$ cat config.mk
export PLATFORM = sky130hd
export DESIGN_NAME = int_to_radix_ascii
export DESIGN_NICKNAME = d
export VERILOG_FILES = /design/src/hw/rtl/itra_pkg.sv /design/src/hw/rtl/itra_div.sv /design/src/hw/rtl/int_to_radix_ascii.sv
export VERILOG_INCLUDE_DIRS = /design/src /design/src/hw/rtl
export SDC_FILE = /design/constraint.sdc
export NUM_CORES = 1
export LEC_CHECK = 0
export BUFFER_PORTS_ARGS = -buffer_cell sky130_fd_sc_hd__buf_2
export CORE_MARGIN = 1.5
export CORE_UTILIZATION = 58
export DETAILED_ROUTE_END_ITERATION = 6
export PLACE_DENSITY = 0.77
export SLEW_MARGIN = 20
export SYNTH_ARGS = -nofsm -noshare
export SYNTH_HDL_FRONTEND = slang
export SYNTH_HIERARCHICAL = 1
export SYNTH_SLANG_ARGS = --single-unit
$ cat constraint.sdc
create_clock -name i_clk -period 21 [get_ports i_clk]
set_input_delay 1.05 -clock i_clk [delete_from_list [all_inputs] [get_ports i_clk]]
set_output_delay 1.05 -clock i_clk [all_outputs]
set_load 0.05 [all_outputs]
$ cat src/hw/rtl/int_to_radix_ascii_macros.svh
// Assertion macros for the integer to ASCII converter.
// Used by the top level; expects i_clk and i_rst_n in scope.
`ifndef INT_TO_RADIX_ASCII_MACROS_SVH
`define INT_TO_RADIX_ASCII_MACROS_SVH

// Check that cons holds in the same cycle as ante.
`define ITRA_ASSERT_NOW(label, ante, cons) \
    label: assert property (@(posedge i_clk) disable iff (!i_rst_n) (ante) |-> (cons)) \
        else $error("int_to_radix_ascii: same-cycle check failed");

// Check that cons holds in the cycle after ante.
`define ITRA_ASSERT_NEXT(label, ante, cons) \
    label: assert property (@(posedge i_clk) disable iff (!i_rst_n) (ante) |=> (cons)) \
        else $error("int_to_radix_ascii: next-cycle check failed");

`endif

$ cat src/hw/rtl/itra_pkg.sv
// Shared types, constants and functions for the integer to ASCII converter.
// No dependencies.
package itra_pkg;

    localparam int DEF_WORD_BITS = 32;
    localparam int DEF_MAX_RADIX = 36;
    localparam int RADIX_W       = 6;
    localparam int CHAR_W        = 8;
    localparam int LEN_W         = 6;
    localparam int STEP_BITS     = 8;
    localparam int OUT_TDATA_W   = ((CHAR_W + LEN_W + 7) / 8) * 8;

    localparam logic [RADIX_W-1:0] MIN_RADIX  = 6'd2;
    localparam logic [RADIX_W-1:0] DEC_DIGITS = 6'd10;
    localparam logic [CHAR_W-1:0]  CHAR_ZERO  = 8'h30;
    localparam logic [CHAR_W-1:0]  CHAR_A     = 8'h41;
    localparam logic [CHAR_W-1:0]  CHAR_MINUS = 8'h2D;
    localparam logic [CHAR_W-1:0]  CHAR_NONE  = 8'h00;

    typedef struct packed {
        logic               start;
        logic [RADIX_W-1:0] divisor;
    } t_div_req;

    function automatic logic [CHAR_W-1:0] digit_char(input logic [RADIX_W-1:0] d);
        logic [CHAR_W-1:0] d_ext;
        d_ext = CHAR_W'(d);
        if (d < DEC_DIGITS) begin
            digit_char = CHAR_ZERO + d_ext;
        end else begin
            digit_char = CHAR_A + d_ext - CHAR_W'(DEC_DIGITS);
        end
    endfunction

endpackage

$ cat src/hw/rtl/itra_div.sv
// Iterative divider: WORD_BITS dividend by a 6-bit divisor, STEP_BITS
// quotient bits per cycle. Depends on itra_pkg.
module itra_div #(
    parameter int WORD_BITS = itra_pkg::DEF_WORD_BITS
) (
    input  logic                         i_clk,
    input  logic                         i_rst_n,
    input  itra_pkg::t_div_req           i_req,
    input  logic [WORD_BITS-1:0]         i_dividend,
    output logic                         o_done,
    output logic [WORD_BITS-1:0]         o_quot,
    output logic [itra_pkg::RADIX_W-1:0] o_rem
);
    import itra_pkg::*;

    localparam int PASSES = (WORD_BITS + STEP_BITS - 1) / STEP_BITS;
    localparam int PAD_W  = PASSES * STEP_BITS;
    localparam int PASS_W = $clog2(PASSES + 1);

    logic                r_busy;
    logic                r_done;
    logic [PASS_W-1:0]   r_pass;
    logic [PAD_W-1:0]    r_shift;
    logic [RADIX_W-1:0]  r_rem;
    logic [RADIX_W-1:0]  r_div;
    logic [PAD_W-1:0]    n_shift;
    logic [RADIX_W-1:0]  n_rem;

    always_comb begin
        logic [RADIX_W:0] part;
        n_shift = r_shift;
        n_rem   = r_rem;
        for (int i = 0; i < STEP_BITS; i++) begin
            part    = {n_rem, n_shift[PAD_W-1]};
            n_shift = {n_shift[PAD_W-2:0], 1'b0};
            if (part >= {1'b0, r_div}) begin
                part       = part - {1'b0, r_div};
                n_shift[0] = 1'b1;
            end
            n_rem = part[RADIX_W-1:0];
        end
    end

    always_ff @(posedge i_clk) begin
        if (!i_rst_n) begin
            r_busy <= 1'b0;
            r_done <= 1'b0;
            r_pass <= '0;
        end else begin
            r_done <= 1'b0;
            if (i_req.start) begin
                r_busy  <= 1'b1;
                r_pass  <= '0;
                r_shift <= PAD_W'(i_dividend);
                r_rem   <= '0;
                r_div   <= i_req.divisor;
            end else if (r_busy) begin
                r_shift <= n_shift;
                r_rem   <= n_rem;
                r_pass  <= r_pass + 1'b1;
                if (r_pass == PASS_W'(PASSES - 1)) begin
                    r_busy <= 1'b0;
                    r_done <= 1'b1;
                end
            end
        end
    end

    assign o_done = r_done;
    assign o_quot = r_shift[WORD_BITS-1:0];
    assign o_rem  = r_rem;

endmodule

$ cat src/hw/rtl/int_to_radix_ascii.sv
// Integer to ASCII text in base 2 to MAX_RADIX, most significant character first.
// Depends on itra_pkg, itra_div and int_to_radix_ascii_macros.svh.
// Each digit is the remainder of one division in the shared divider; then the sign character
// is sent, then each digit character goes through S_READ, S_LOAD and S_SEND, which waits on output stalls.
// Throughput: one item at a time; ready again the cycle after the last character is taken.
// Error result appears in the cycle after accept. Synchronous active-low reset clears control.
module int_to_radix_ascii #(
    parameter int WORD_BITS = itra_pkg::DEF_WORD_BITS,
    parameter int MAX_RADIX = itra_pkg::DEF_MAX_RADIX
) (
    input  logic                                                   i_clk,
    input  logic                                                   i_rst_n,
    input  logic                                                   s_axis_tvalid,
    output logic                                                   s_axis_tready,
    // value [WORD_BITS-1:0], radix [WORD_BITS+5:WORD_BITS], zero pad
    input  logic [((WORD_BITS + itra_pkg::RADIX_W + 7) / 8) * 8 - 1:0] s_axis_tdata,
    output logic                                                   m_axis_tvalid,
    input  logic                                                   m_axis_tready,
    // character [7:0], length [13:8], zero pad
    output logic [itra_pkg::OUT_TDATA_W-1:0]                       m_axis_tdata,
    output logic                                                   m_axis_tlast,
    // error [0]
    output logic [0:0]                                             m_axis_tuser
);
    import itra_pkg::*;

    `include "int_to_radix_ascii_macros.svh"

    localparam int ADDR_W = $clog2(WORD_BITS);
    localparam int CNT_W  = $clog2(WORD_BITS + 1);
    localparam int TOT_W  = CNT_W + 1;

    typedef enum logic [2:0] {
        S_IDLE,
        S_DIV,
        S_READ,
        S_LOAD,
        S_SEND
    } t_state;

    t_state              r_state;
    logic [CNT_W-1:0]    r_cnt;
    logic [ADDR_W-1:0]   r_idx;
    logic                r_neg;
    logic [RADIX_W-1:0]  r_radix;
    logic [RADIX_W-1:0]  r_rdata;
    logic                r_tvalid;
    logic [CHAR_W-1:0]   r_char;
    logic [LEN_W-1:0]    r_len;
    logic                r_last;
    logic                r_err;
    logic [RADIX_W-1:0]  r_mem [WORD_BITS];

    logic [WORD_BITS-1:0]     w_val;
    logic [RADIX_W-1:0]       w_radix;
    logic                     w_accept;
    logic                     w_radix_ok;
    logic [WORD_BITS-1:0]     w_mag;
    t_div_req                 w_req;
    logic [WORD_BITS-1:0]     w_dividend;
    logic                     w_done;
    logic [WORD_BITS-1:0]     w_quot;
    logic [RADIX_W-1:0]       w_rem;
    logic [TOT_W-1:0]         w_total;
    logic [TOT_W+LEN_W-1:0]   w_tot_ext;
    logic [LEN_W-1:0]         w_length;

    assign w_val      = s_axis_tdata[WORD_BITS-1:0];
    assign w_radix    = s_axis_tdata[WORD_BITS +: RADIX_W];
    assign w_accept   = s_axis_tvalid && s_axis_tready;
    assign w_radix_ok = (w_radix >= MIN_RADIX) && (w_radix <= RADIX_W'(MAX_RADIX));
    assign w_mag      = w_val[WORD_BITS-1] ? -w_val : w_val;

    assign w_req.start   = (w_accept && w_radix_ok)
                         || (r_state == S_DIV && w_done && w_quot != '0);
    assign w_req.divisor = (r_state == S_IDLE) ? w_radix : r_radix;
    assign w_dividend    = (r_state == S_IDLE) ? w_mag : w_quot;

    itra_div #(
        .WORD_BITS (WORD_BITS)
    ) u_div (
        .i_clk      (i_clk),
        .i_rst_n    (i_rst_n),
        .i_req      (w_req),
        .i_dividend (w_dividend),
        .o_done     (w_done),
        .o_quot     (w_quot),
        .o_rem      (w_rem)
    );

    assign w_total   = TOT_W'(r_cnt) + TOT_W'(r_neg);
    assign w_tot_ext = (TOT_W + LEN_W)'(w_total);
    assign w_length  = w_tot_ext[LEN_W-1:0];

    always_ff @(posedge i_clk) begin
        if (r_state == S_DIV && w_done) begin
            r_mem[r_cnt[ADDR_W-1:0]] <= w_rem;
        end
        if (r_state == S_READ) begin
            r_rdata <= r_mem[r_idx];
        end
    end

    always_ff @(posedge i_clk) begin
        if (!i_rst_n) begin
            r_state  <= S_IDLE;
            r_tvalid <= 1'b0;
            r_cnt    <= '0;
            r_neg    <= 1'b0;
        end else begin
            case (r_state)
                S_IDLE: begin
                    if (w_accept) begin
                        if (w_radix_ok) begin
                            r_neg   <= w_val[WORD_BITS-1];
                            r_radix <= w_radix;
                            r_cnt   <= '0;
                            r_state <= S_DIV;
                        end else begin
                            r_char   <= CHAR_NONE;
                            r_len    <= '0;
                            r_last   <= 1'b1;
                            r_err    <= 1'b1;
                            r_tvalid <= 1'b1;
                            r_state  <= S_SEND;
                        end
                    end
                end
                S_DIV: begin
                    if (w_done) begin
                        r_cnt <= r_cnt + 1'b1;
                        if (w_quot == '0) begin
                            r_idx <= r_cnt[ADDR_W-1:0];
                            if (r_neg) begin
                                r_char   <= CHAR_MINUS;
                                r_len    <= '0;
                                r_last   <= 1'b0;
                                r_err    <= 1'b0;
                                r_tvalid <= 1'b1;
                                r_state  <= S_SEND;
                            end else begin
                                r_state <= S_READ;
                            end
                        end
                    end
                end
                S_READ: begin
                    r_state <= S_LOAD;
                end
                S_LOAD: begin
                    r_char   <= digit_char(r_rdata);
                    r_err    <= 1'b0;
                    r_tvalid <= 1'b1;
                    r_state  <= S_SEND;
                    if (r_idx == '0) begin
                        r_last <= 1'b1;
                        r_len  <= w_length;
                    end else begin
                        r_last <= 1'b0;
                        r_len  <= '0;
                        r_idx  <= r_idx - 1'b1;
                    end
                end
                S_SEND: begin
                    if (m_axis_tready) begin
                        r_tvalid <= 1'b0;
                        r_state  <= r_last ? S_IDLE : S_READ;
                    end
                end
                default: begin
                    r_tvalid <= 1'b0;
                    r_state  <= S_IDLE;
                end
            endcase
        end
    end

    assign s_axis_tready   = (r_state == S_IDLE);
    assign m_axis_tvalid   = r_tvalid;
    assign m_axis_tdata    = OUT_TDATA_W'({r_len, r_char});
    assign m_axis_tlast    = r_last;
    assign m_axis_tuser[0] = r_err;

    `ITRA_ASSERT_NOW(a_ready_no_pending, s_axis_tready, !m_axis_tvalid)
    `ITRA_ASSERT_NOW(a_error_shape, m_axis_tvalid && m_axis_tuser[0],
                     m_axis_tlast && r_char == CHAR_NONE && r_len == '0)
    `ITRA_ASSERT_NOW(a_mid_len_zero, m_axis_tvalid && !m_axis_tlast, r_len == '0)
    `ITRA_ASSERT_NOW(a_count_bound, 1'b1, r_cnt <= CNT_W'(WORD_BITS))
    `ITRA_ASSERT_NEXT(a_bad_radix_err, w_accept && !w_radix_ok,
                      m_axis_tvalid && m_axis_tuser[0])

endmodule
# Word level (Yosys, flattened, before mapping)
# Memories as Yosys holds them, arrays and structs flattened. A register that Yosys moved wholly into a read port is not among the register bits.
# Index checks and enable logic that the tools add are counted.
[op_classes]
n_addsub = 16
n_bitwise = 3
n_eq_ne = 14
muxes = 71
n_reduce_logical = 26
order_cmp = 11
[op_table]
columns = ["cell", "n"]
rows = [
  ["$mux W32", 4],
  ["$mux W6", 19],
  ["$ge A7 B6 Y1", 8],
  ["$mux W8", 6],
  ["$sub A6 B6 Y6", 8],
  ["$logic_not A32 Y1", 1],
  ["$neg A32 Y32", 1],
  ["$reduce_bool A32 Y1", 1],
  ["$mux W1", 24],
  ["$pmux W8 S3", 1],
  ["$mux W3", 6],
  ["$pmux W6 S3", 1],
  ["$mux W5", 3],
  ["$pmux W3 S5", 1],
  ["$reduce_and A7 Y1", 2],
  ["$pmux W6 S2", 1],
  ["$reduce_and A4 Y1", 3],
  ["$ne A2 B2 Y1 const B", 5],
  ["$pmux W5 S2", 1],
  ["$eq A3 B2 Y1 const B", 3],
  ["$add A7 B6 Y8 const A", 1],
  ["$ne A2 B1 Y1 const B", 4],
  ["$sub A8 B4 Y8 const B", 1],
  ["$add A6 B6 Y7 const A", 1],
  ["other kinds (24)", 35],
]
[totals]
n_memories = 1
mem_bits_rw = 192
register_bits = 87
inputBits = 44
output_inout_bits = 20
[memory_table]
columns = ["name", "depth", "width", "rd", "rd_ports_with_merged_regs", "write_ports", "line_no", "text"]
rows = [
  ["r_mem", 32, 6, 1, 1, 1, "int_to_radix_ascii.sv:52", "logic [RADIX_W-1:0] r_mem [WORD_BITS];"],
]

# Longest topological paths before layout
[depth]
depth_word = 18
ltp_mapped = 82
mapped_depth_nobuf = 79

# Cells and area by module
# Netlist, hierarchy kept.
[by_module_without_submodules]
columns = ["mod", "area_per_inst_um2", "n_inst", "cells_per_inst"]
rows = [
  ["int_to_radix_ascii", 10732.8, 1, 732],
  ["itra_div", 4954.8, 1, 507],
]

# Worst setup path after synthesis
# Ideal clock, no wire load.
[synth_path]
kind = "flip-flop to flip-flop"
from = "reg u_div.r_rem[4], in the netlist u_div/o_rem[4]"
to = "reg u_div.r_rem[1], in the netlist u_div/o_rem[1], data pin"
path_stages_with_launch = 80
n_path_buf = 4
required_time_ps = 20853
arrival_time_ps = 15534
slack_ps = 5319
period_less_slack_ps = 15681
cell_sequence = "edfxtp_1 ha_1 buf_6 a211oi_4 nand2_2 a41oi_2 mux2_2 ha_1 o21a_1 o211ai_1 o21ai_0 a21oi_1 nand2_1 buf_2 nand2_1 a21boi_0 ha_1 nor2b_1 (+44 left out) o21ai_0 nand3b_1 a21o_1 a311o_1 o21ai_4 nand2_2 a21oi_1 ha_1 a21o_1 a21o_1 a21o_1 a21oi_1 o21ai_0 a21oi_1 inv_1 a2111oi_4 a31oi_1 a21oi_1"
[synth_between]
elab_chain_cells = 17
[synth_lines]
columns = ["element", "line_no", "text"]
rows = [
  ["from (decl)", "itra_div.sv:24", "logic [RADIX_W-1:0] r_rem;"],
  ["from (signal assigned)", "itra_div.sv:59", "r_rem <= n_rem;"],
  ["$sub A6 B6 Y6 / $ge A7 B6 Y1 (equally long branches)", "itra_div.sv:37, itra_div.sv:36", ""],
  ["$mux W6 *", "itra_div.sv:36", "if (part >= {1'b0, r_div}) begin"],
  ["$ge A7 B6 Y1 / $sub A6 B6 Y6 (equally long branches)", "itra_div.sv:36, itra_div.sv:37", ""],
  ["$mux W6 *", "itra_div.sv:36", ""],
  ["$sub A6 B6 Y6 / $ge A7 B6 Y1 (equally long branches)", "itra_div.sv:37, itra_div.sv:36", ""],
  ["$mux W6 *", "itra_div.sv:36", ""],
  ["$sub A6 B6 Y6 / $ge A7 B6 Y1 (equally long branches)", "itra_div.sv:37, itra_div.sv:36", ""],
  ["$mux W6 *", "itra_div.sv:36", ""],
  ["$sub A6 B6 Y6 / $ge A7 B6 Y1 (equally long branches)", "itra_div.sv:37, itra_div.sv:36", ""],
  ["$mux W6 *", "itra_div.sv:36", ""],
  ["$sub A6 B6 Y6 / $ge A7 B6 Y1 (equally long branches)", "itra_div.sv:37, itra_div.sv:36", ""],
  ["$mux W6 *", "itra_div.sv:36", ""],
  ["$ge A7 B6 Y1 / $sub A6 B6 Y6 (equally long branches)", "itra_div.sv:36, itra_div.sv:37", ""],
  ["$mux W6 *", "itra_div.sv:36", ""],
  ["$sub A6 B6 Y6 / $ge A7 B6 Y1 (equally long branches)", "itra_div.sv:37, itra_div.sv:36", ""],
  ["$mux W6 *", "itra_div.sv:36", ""],
  ["$mux W6 *", "itra_div.sv:57", "end else if (r_busy) begin"],
]
# Every way passes the cells marked *; elsewhere a longest branch is shown, timed or not. The select of a mux whose other input is x is not followed.
# A chain may end at the register's enable or synchronous reset.

# Final worst setup path
[layout_path]
from = "reg u_div.r_div[1]"
to = "reg u_div.r_shift[0], in the netlist u_div/o_quot[0], data pin"
[layout_between]
elab_chain_cells = 18
[layout_lines]
columns = ["element", "line_no", "text"]
rows = [
  ["from (decl)", "itra_div.sv:25", "logic [RADIX_W-1:0] r_div;"],
  ["from (signal assigned)", "itra_div.sv:56", "r_div <= i_req.divisor;"],
  ["$sub A6 B6 Y6 / $ge A7 B6 Y1 (equally long branches)", "itra_div.sv:37, itra_div.sv:36", ""],
  ["$mux W6", "itra_div.sv:36", ""],
  ["$sub A6 B6 Y6 / $ge A7 B6 Y1 (equally long branches)", "itra_div.sv:37, itra_div.sv:36", ""],
  ["$mux W6", "itra_div.sv:36", ""],
  ["$sub A6 B6 Y6 / $ge A7 B6 Y1 (equally long branches)", "itra_div.sv:37, itra_div.sv:36", ""],
  ["$mux W6", "itra_div.sv:36", ""],
  ["$sub A6 B6 Y6 / $ge A7 B6 Y1 (equally long branches)", "itra_div.sv:37, itra_div.sv:36", ""],
  ["$mux W6", "itra_div.sv:36", ""],
  ["(+2 left out)", "n/a", ""],
  ["$ge A7 B6 Y1 / $sub A6 B6 Y6 (equally long branches)", "itra_div.sv:36, itra_div.sv:37", ""],
  ["$mux W6", "itra_div.sv:36", ""],
  ["$sub A6 B6 Y6 / $ge A7 B6 Y1 (equally long branches)", "itra_div.sv:37, itra_div.sv:36", ""],
  ["$mux W6", "itra_div.sv:36", ""],
  ["$ge A7 B6 Y1 *", "itra_div.sv:36", ""],
  ["$mux W1 *", "itra_div.sv:36", ""],
  ["$mux W32 *", "itra_div.sv:57", ""],
  ["$mux W32 *", "itra_div.sv:51", "if (i_req.start) begin"],
  ["to (signal assigned)", "itra_div.sv:54", "r_shift <= PAD_W'(i_dividend);"],
  ["to (signal assigned)", "itra_div.sv:58", "r_shift <= n_shift;"],
  ["to (decl)", "itra_div.sv:23", "logic [PAD_W-1:0] r_shift;"],
]
# Marked as above.

==> summary.md <==
| Metric | Value |
|---|---|
| Status | `complete, no violations` |
| CTS Hold Bufs | `0` |
| Max Fclk | `51.76 MHz` |
| Number of global-route vias before repair | `10,160` |
| Post-CTS sizing | `0` |
| Die width | `167.5 um` |
| Minimum clock period | `19,320 ps` |
| CP Capture Type | `flop` |
| Critical Path Source | `u_div/r_div[1]$_DFFE_PP_` |
| Worst r2r src | `u_div/r_div[1]$_DFFE_PP_` |
| Placed insts | `1,592` |
| Largest net degree at the start of global routing | `72` |
| Syn Area/Cell | `12.66 sq um` |
| Drt drc | `0` |
| Slowest-stage cell, CP | `edfxtp_1` |
| Post-synth EDFFs | `268` |
| Final hold violation count | `0` |
| Synthesis-stage register bit count | `284` |
| Core Area | `26,730 sq um` |
| Crit Path Class | `reg2reg` |
| GR Util met1 | `32.73%` |
| RSZ-0062 raised after global routing | `no` |
| I/O pins | `64` |
| Hold crit path type | `reg2reg` |
| Post-detailed-placement half-perimeter wirelength | `23.00 mm` |
| WHS Endpoint | `u_div/r_pass[2]$_SDFFE_PP0P_` |
| Routed len/inst | `20.98 um` |
| Ys Warns | `6` |
| Worst path required time | `21,280 ps` |
| CTS tree | `done` |
| Avg Vias per Cell | `6.246` |
| Rel. slew slack | `24.62%` |
| Crit path largest cell delay | `760 ps` |
| Final clock skew | `16.48 ps` |
| Initial DRC count | `800` |
| Hold depth | `2` |
| Antenna-violating nets left | `0` |
| Seq/Total Area, Yosys | `53.34%` |
| Worst hold path startpoint | `u_div/r_pass[2]$_SDFFE_PP0P_` |
| Placement Rows | `60` |
| Fraction of layout cells with a size suffix above 1 | `18.45%` |
| Worst skew pair latency | `550 ps` |
| Clk sinks | `284` |
| Layout Utilization | `64.05%` |
| Initial antenna violation count | `0` |
| Reg clk slew, reported paths | `60 ps` |
| Startpoint Class | `flop` |
| P&R area growth vs syn | `9.124%` |
| Busiest grt layer | `met2` |
| Root Driver | `clkbuf_16` |
| Setup violations, final | `0` |
| Most common flop cell mapped by yosys | `edfxtp_1` |
| Flop2flop setup slack | `1680 ps` |
| Input/output buffers | `58` |
| CTS H-Tree Depth | `1` |
| Syn Inst Count | `1,239` |
| Initial Util | `58.70%` |
| Async SR Flop Fraction | `0%` |
| Crit Path Max Fanout | `12` |
| Crit path arrival time | `19,600 ps` |
| Layout Cells excl Fill | `1,647` |
| Final period utilization | `92.00%` |
| Met2 usage | `42.12%` |
| CTS buffer count | `28` |
| Mapped cell area | `15,690 sq um` |
| Final Max Tran Viols | `0` |
| Terminus of the critical flop-to-flop path | `u_div/o_quot[0]$_DFFE_PP_` |
| Reg2Reg Depth | `72` |
| Die area | `28,040 sq um` |
| Setup_tns | `0 ps` |
| Fillers | `1,960` |
| MaxCap Viol Count | `0` |
| CTS Buffer Depth | `3` |
| Met3 Use GR | `2.813%` |
| Gr usage total | `24.60%` |
| Post-CTS Setup Bufs | `0` |
| Fin nets | `1,397` |
| Least-Margin Pin Slew | `1131 ps` |
| Die Y | `167.5 um` |
| Global route overflow | `0` |
| Vias | `10,290` |
| Total wire length | `34.56 mm` |
| Synth unique cells | `91` |
| Gp weighted congestion | `0.8828` |
| TritonRoute pass-1 iters | `5` |
| Antenna Cells | `0` |
| First-pass GRT wire length | `54.19 mm` |
stage by stage:
stage / worst slack (ps) / hold slack (ps) / area [sq um]
6_report: 1680 / 486.9 / 17120
3_5_place_dp: 1962 / 478.3 / 16180
4_1_cts: 1828 / 487.0 / 17070
3_3_place_gp: 2469 / 466.8 / 16180
2_1_floorplan: 5319 / 456.3 / 15700
5_1_grt: 257.3 / 507.7 / 17120
synthesized netlist by cell type, drive strengths merged, types with 20 or more instances:
cell / number / area share, %
a21oi: 38 / 1.2
nand3: 20 / 0.67
inv: 61 / 1.5
clkbuf: 23 / 0.55
xnor2: 23 / 1.3
nand2: 118 / 2.9
buf: 31 / 1.2
o21ai: 84 / 2.8
xor2: 45 / 2.5
nor2: 95 / 2.3
mux4: 58 / 8.3
ha: 61 / 4.9
mux2: 41 / 3.0
edfxtp: 268 / 51
registers in the layout (all words and copies together), names as in the netlist, 3 cells and up:
register and count:
r_state 3, r_char 7, u_div/r_div 6, r_rdata 6, u_div/o_rem 6, r_len 6
r_idx 5, u_div/o_quot 32, r_radix 6, u_div/r_pass 3, r_mem 192, r_cnt 6
layout make-up:
type / count / area [sq um] / share of cell area, %
Sequential cell: 284 / 8368 / 48.88
Timing Repair Buffer: 67 / 380.4 / 2.222
Multi-Input combinational cell: 841 / 6822 / 39.85
Clock inverter: 6 / 61.31 / 0.3581
Inverter: 62 / 232.7 / 1.359
Tap cell: 341 / 426.7 / 2.492
Clock buffer: 46 / 828.3 / 4.838
cells by family (layout without fill, tap and decap cells):
| group | count (synthesis) | after routing | synth area share (%) |
|---|---|---|---|
| simple gates | 342 | 342 | 10.46 |
| fa+ha+maj | 69 | 69 | 5.886 |
| mux | 118 | 118 | 12.53 |
| other cells | 1 | 3 | 0.02390 |
| xor+xnor | 68 | 68 | 3.796 |
| flops | 284 | 284 | 53.34 |
| compound gates | 241 | 241 | 10.68 |
| buf+inv | 116 | 181 | 3.278 |
metal layers:
metal | part of all wire (%) | routed length, um | vias up
li1 | - | - | 4788
met1 | 42 | 14480 | 5091
met2 | 49 | 17030 | 333
met3 | 5.2 | 1814 | 75
met4 | 3.6 | 1230 | 0
met5 | 0 | 0 | -
critical path: cells and delay by family, from the launching register on:
kind / cells / cell delay, ps
AO/OA/AOI/OAI: 40 / 9440
adder cells (fa/ha/maj): 8 / 2420
buffers and inverters: 3 / 630
flip-flops: 1 / 760
multiplexers: 4 / 1660
AND/OR/NAND/NOR: 17 / 4110
how the worst max path moves through the flow:
| stage | end | slack, ps | depth (start not counted) |
|---|---|---|---|
| global placement | u_div/o_quot[0]$_DFFE_PP_ | 2470 | 71 |
| detailed placement | u_div/o_quot[0]$_DFFE_PP_ | 1960 | 71 |
| global route | u_div/o_quot[0]$_DFFE_PP_ | 260 | 73 |
| finish | u_div/o_quot[0]$_DFFE_PP_ | 1680 | 72 |
| floorplan | u_div/o_rem[1]$_SDFFCE_PP0P_ | 5320 | 79 |
| CTS | u_div/o_rem[0]$_SDFFCE_PP0P_ | 1830 | 70 |
cells in the final DEF, fill, tap and decap left out, drive strengths merged, types with 6 or more instances in the layout:
cell type / instances
and2: 8
xnor2: 23
o31ai: 11
or2: 6
a21oi: 38
nor2b: 17
a21boi: 8
ha: 61
nor2: 95
nand2: 118
o21a: 13
o21ai: 84
nand3: 20
or4: 7
a211oi: 12
dfxtp: 16
a31o: 6
a21o: 14
inv: 62
mux4: 58
mux2: 41
nand3b: 6
edfxtp: 268
xor2: 45
a31oi: 8
mux2i: 19
clkbuf: 46
nor4: 16
fa: 8
buf: 67
and3: 7
nor3: 12
nand4: 8
Power is not shown: default switching activity piles up to over one toggle a cycle in this logic, so the estimate is an artifact.
